### src/hw/rtl/cau_pkg.sv
// Package with the word types and constants of the complex arithmetic unit.
package cau_pkg;
	localparam int DataWidth = 16;
	localparam int FracBits = 8;
	localparam int QuoWidth = DataWidth + 2 + FracBits;

	typedef enum logic [2:0] {
		OP_NEG = 3'd0, OP_SUB = 3'd1, OP_MUL = 3'd2,
		OP_DIV = 3'd3, OP_INC = 3'd4, OP_SCALE = 3'd5
	} op_t;

	typedef enum logic [1:0] {
		ST_OK = 2'd0, ST_SAT = 2'd1, ST_DIV0 = 2'd2
	} status_t;

	typedef struct packed {
		logic [2:0] req_type;
		logic signed [DataWidth-1:0] a_re;
		logic signed [DataWidth-1:0] a_im;
		logic signed [DataWidth-1:0] b_re;
		logic signed [DataWidth-1:0] b_im;
		logic signed [DataWidth-1:0] scale_factor;
	} req_t;

	typedef struct packed {
		logic signed [DataWidth-1:0] res_re;
		logic signed [DataWidth-1:0] res_im;
		logic [1:0] status;
	} rsp_t;
endpackage

### src/hw/rtl/cau_div.sv
// Pipelined restoring divider, one quotient bit per stage, saturating magnitude.
module cau_div (
	input logic clk,
	input logic en,
	input logic [2*cau_pkg::DataWidth:0] num,
	input logic [2*cau_pkg::DataWidth:0] den,
	output logic [cau_pkg::QuoWidth-1:0] quo
);
	import cau_pkg::*;
	localparam int NW = 2*DataWidth + 1;
	localparam int NB = QuoWidth;
	localparam int RW = NW + 1;
	localparam int HI = NB - FracBits;

	logic [RW-1:0] rem_q [NB+1];
	logic [NW-1:0] den_q [NB+1];
	logic [NW-1:0] num_q [NB+1];
	logic [NB-1:0] quo_q [NB+1];
	logic ovf_q [NB+1];

	// The high numerator bits seed the remainder; a quotient too wide for NB bits saturates.
	always_comb begin
		rem_q[0] = RW'(num >> HI);
		ovf_q[0] = (num >> HI) >= den;
		den_q[0] = den;
		num_q[0] = num;
		quo_q[0] = '0;
	end

	for (genvar i = 0; i < NB; i++) begin : g_st
		localparam int SH = NB - 1 - i;
		logic [RW-1:0] rem_n;
		logic bit_n;
		logic [RW-1:0] nb;
		if (SH >= FracBits) begin : g_nb
			assign nb = {{(RW-1){1'b0}}, num_q[i][SH - FracBits]};
		end else begin : g_nz
			assign nb = '0;
		end
		always_comb begin
			rem_n = {rem_q[i][RW-2:0], 1'b0} | nb;
			bit_n = rem_n >= {1'b0, den_q[i]};
			if (bit_n)
				rem_n = rem_n - {1'b0, den_q[i]};
		end
		always_ff @(posedge clk) begin
			if (en) begin
				rem_q[i+1] <= rem_n;
				den_q[i+1] <= den_q[i];
				num_q[i+1] <= num_q[i];
				quo_q[i+1] <= {quo_q[i][NB-2:0], bit_n};
				ovf_q[i+1] <= ovf_q[i];
			end
		end
	end

	assign quo = ovf_q[NB] ? '1 : quo_q[NB];
endmodule

### config.mk
export PLATFORM = sky130hd
export DESIGN_NAME = cau_div
export DESIGN_NICKNAME = d
export VERILOG_FILES = /design/src/hw/rtl/cau_pkg.sv /design/src/hw/rtl/cau_div.sv
export SDC_FILE = /design/constraint.sdc
export NUM_CORES = 2
export LEC_CHECK = 0
export ABC_AREA = 0
export ABC_CLOCK_PERIOD_IN_PS = 3500
export BUFFER_PORTS_ARGS = -buffer_cell sky130_fd_sc_hd__clkbuf_2
export CAP_MARGIN = 20
export CORE_MARGIN = 2
export CORE_UTILIZATION = 58
export CTS_BUF_LIST = sky130_fd_sc_hd__clkbuf_16
export CTS_CLUSTER_DIAMETER = 50
export DETAILED_ROUTE_END_ITERATION = 10
export PLACE_DENSITY = 0.86
export SLEW_MARGIN = 15
export SYNTH_ARGS = -nofsm -noshare
export SYNTH_HDL_FRONTEND = slang
export SYNTH_SLANG_ARGS = --single-unit
export TNS_END_PERCENT = 1
### constraint.sdc
create_clock -name clk -period 3.5 [get_ports clk]
set_input_delay 0.35 -clock clk [delete_from_list [all_inputs] [get_ports clk]]
set_output_delay 0.35 -clock clk [all_outputs]
set_load 0.005 [all_outputs]
==> summary.txt <==
Status
  – Outcome: finished with violations
  – Failing checks: setup timing

Worst setup path
  – Crit Path Max Fanout: 12
  – R2R depth: 16
  – Type of destination of the critical path: flop
  – Worst setup path category: flop to flop
  – Critical Path Start: g_st[15].nb[0]$_DFFE_PP_
  – Reg2reg start: g_st[15].nb[0]$_DFFE_PP_
  – CP arrival: between 4000 and 5000 ps
  – Worst Path Required: 4150 ps
  – Worst Setup Start Kind: flop

Synthesis
  – Seq/Total Area, Yosys: 0.557
  – Largest cells by area after synthesis: edfxtp_1, ha_1, a21oi_1
  – Ys async rst share: 0
  – Synth Flop Type: edfxtp_1
  – Syn Area/Cell: 11.7 um2
  – Yosys warns: 0
  – Synth Register Bits: ~2200
  – Synth top area share: 0.557
  – Number of flops mapped to enable cells by yosys: 2180
  – Syn_nets: roughly 11000
  – Yosys top cell by area: edfxtp_1
  – Syn Std Cell Area: 118000 um2
  – Syn Inst Count: 10000
  – Count of cell types in the netlist: 94

Power and ir drop
  – Power per cell area: 960 nW/um2
  – Pwr Total: 134 mW
  – LEAKAGE: 58.7 nW
  – VDD IR max: approximately 0.00060 V

Detailed routing
  – Drt wl/cell: 21.4 um
  – First-iteration detailed-routing DRC count: 7393
  – Drc violations: 0
  – DRT Pass-1 Iters: 8
  – Antenna viol nets, final: 0
  – Via count: 83600
  – Vias per std cell: 5.92
  – Routed WL: slightly above 300 mm

Min path
  – Worst Hold Depth: 2
  – Hold_sp: num[11]
  – Worst min path class: input port to flop

Die
  – Area of the die: ~210000 um2
  – Die Y: 454 um
  – Die outline width: 454 um
  – Number of rows in the core area: 165
  – Core area: 202000 um2
  – Starting Density: 0.582
  – Boundary Pins: 94

Place
  – Dpl cells: approximately 14000
  – GPL Wtd Cong: around 0.99
  – # port buffers: between 90 and 100
  – HPWL after DPL: 226 mm

CTS
  – Worst-Skew Late Latency: 900 ps
  – Clock sink count: approximately 2200
  – Root Buffer: clkbuf_16
  – CTS buffer count: 237
  – CTS tree: built
  – H-tree depth: 4
  – Clk slew on worst S/H paths: around 60 ps
  – CTS max path bufs: 3

STA
  – Setup violators final: 266
  – Final Hold Fails: 0
  – RSZ-0062 raised after global routing: true
  – Worst-Margin Slew: 809 ps
  – Tcrit/Tclk final: 1.11
  – Skew final: 33.5 ps
  – Slew margin rel.: 0.460
  – Setup WS post-layout: -381 ps
  – Accumulated negative setup slack: -44170 ps
  – Max Fclk: 258 MHz
  – Final Max Slew Viols: 0
  – Clock period minus worst slack: 3880 ps

GRT
  – GR Util All Layers: 0.289
  – Global-route wire length before repair: 465 mm
  – Pin count of the biggest net entering global routing: approximately 130
  – Vias in the first global route: 84100
  – Initial antenna violation count: 4
  – GRT overflow: 0

Finish
  – Most frequent cells in the layout: edfxtp_1, inv_1, buf_4
  – Leading cell type in the layout, fill and taps excluded: edfxtp_1
  – Share of layout cells above drive strength 1: 0.192
  – Area growth syn-to-layout: 18.8%
  – Final #Nets: 12200
  – Layout fillers: 13600
  – Final cell count without fillers: between 10000 and 15000

Flow run
  – Max_cap viols: 0
## routing by layer
| layer | track usage | wire length (um) | vias to the layer above |
|---|---|---|---|
| met5 | 0 | 29 | - |
| met4 | 0.173 | 20700 | 4 |
| met3 | 0.0398 | 16000 | 949 |
| met2 | 0.518 | 154000 | 3108 |
| met1 | 0.328 | 113000 | 40200 |
| li1 | - | - | 39300 |
## state kept, by name, indices dropped and copies added (netlist names)
| name | flops |
|---|---|
| den_q | 825 |
| g_st.nb | 17 |
| rem_q | 825 |
| quo_q | 351 |
| ovf_q | 26 |
| num_q | 136 |
## what timing repair did
| action | CTS | global route |
|---|---|---|
| pin swaps | 84 | 74 |
| endpoints found under the hold margin | 99 | 0 |
| gates resized for setup | 222 | 284 |
| setup buffers | 24 | 11 |
| setup endpoints to repair | 681 | 769 |
| cloned | 6 | 2 |
| hold buffers | 67 | 0 |
## worst paths after layout
| path | slack (ps) | endpoint |
|---|---|---|
| setup / recovery | -380 | rem_q[354]$_DFFE_PP_ |
| hold / removal | 170 | num_q[836]$_DFFE_PP_ |
| setup reg to reg | -380 | rem_q[354]$_DFFE_PP_ |
| hold reg to reg | 410 | quo_q[32]$_DFFE_PP_ |
## cell usage after synthesis (19+ instances only)
cell type  number
nand4_1       120
fa_1           25
xnor2_1       398
or3_1          20
nor3_1         76
ha_1          855
a21boi_0       29
o21ai_0       648
nand2_1       637
nor2_1        524
a41oi_1        19
mux2_2        255
o211ai_1       33
nand3_1       119
inv_1        1046
nand2b_1      124
and2_1         40
o21a_1        109
a221oi_1       26
a21o_1        458
buf_2          42
and3_1         78
a21oi_1       840
a31oi_1        80
and4_1         30
o21bai_1      124
xor2_1        298
o31ai_1        50
edfxtp_1     2180
mux2_4         28
a211oi_1       51
or2_2          45
nor4_1         27
a211o_1        25
nor2b_1       122
clkbuf_1      156
a31o_2         20
## power breakdown
part | switching, mW | total (mW) | internal, mW
clock | 11.0 | 25.7 | 14.8
sequential | 5.05 | 43.4 | 38.3
combinational | 34.4 | 64.9 | 30.5
## per-stage QoR
| stage | cell area [um2] | util | hold slack, ps | setup WS (ps) |
|---|---|---|---|---|
| after detailed placement | 129000 | 0.637 | 405 | -494 |
| after global placement | 129000 | 0.637 | 400 | -471 |
| after global routing | 140000 | 0.692 | 143 | -506 |
| final | 140000 | 0.692 | 167 | -381 |
| after floorplan | 118000 | - | 400 | -151 |
| after CTS | 139000 | 0.687 | 103 | -383 |
## critical path, cell delays in order, from the launching register on
cell and delay [ps]:
edfxtp_1 380, inv_2 90, ha_4 130, inv_2 40, fa_2 390, a21oi_4 240, o21ai_4 90, a2111oi_4 400
nor3b_2 110, nor2_2 150, o221ai_2 170, a41o_1 300, a21oi_2 170, o21ai_2 80, a211o_4 410, clkbuf_16 200
mux2_2 270
## kinds of logic after synthesis
| group | share of synthesized area |
|---|---|
| AND/OR/NAND/NOR | 0.0814 |
| adder cells (fa/ha/maj) | 0.0952 |
| flip-flops | 0.557 |
| AO/OA/AOI/OAI | 0.145 |
| XOR/XNOR | 0.0518 |
| buffers and inverters | 0.0409 |
| multiplexers | 0.0290 |
## area by class of cell
cell class	instances	area, um2	share of cell area
Sequential cell	2180	65500	0.469
Multi-Input combinational cell	6589	49000	0.351
Timing Repair Buffer	1184	9830	0.0703
Clock buffer	240	6010	0.0430
Inverter	1046	3930	0.0281
Tap cell	2672	3340	0.0239
Clock inverter	214	2160	0.0155
Antenna cell	2	5.00	0.0000358
Note: power is estimated with default switching activity, not from simulation.
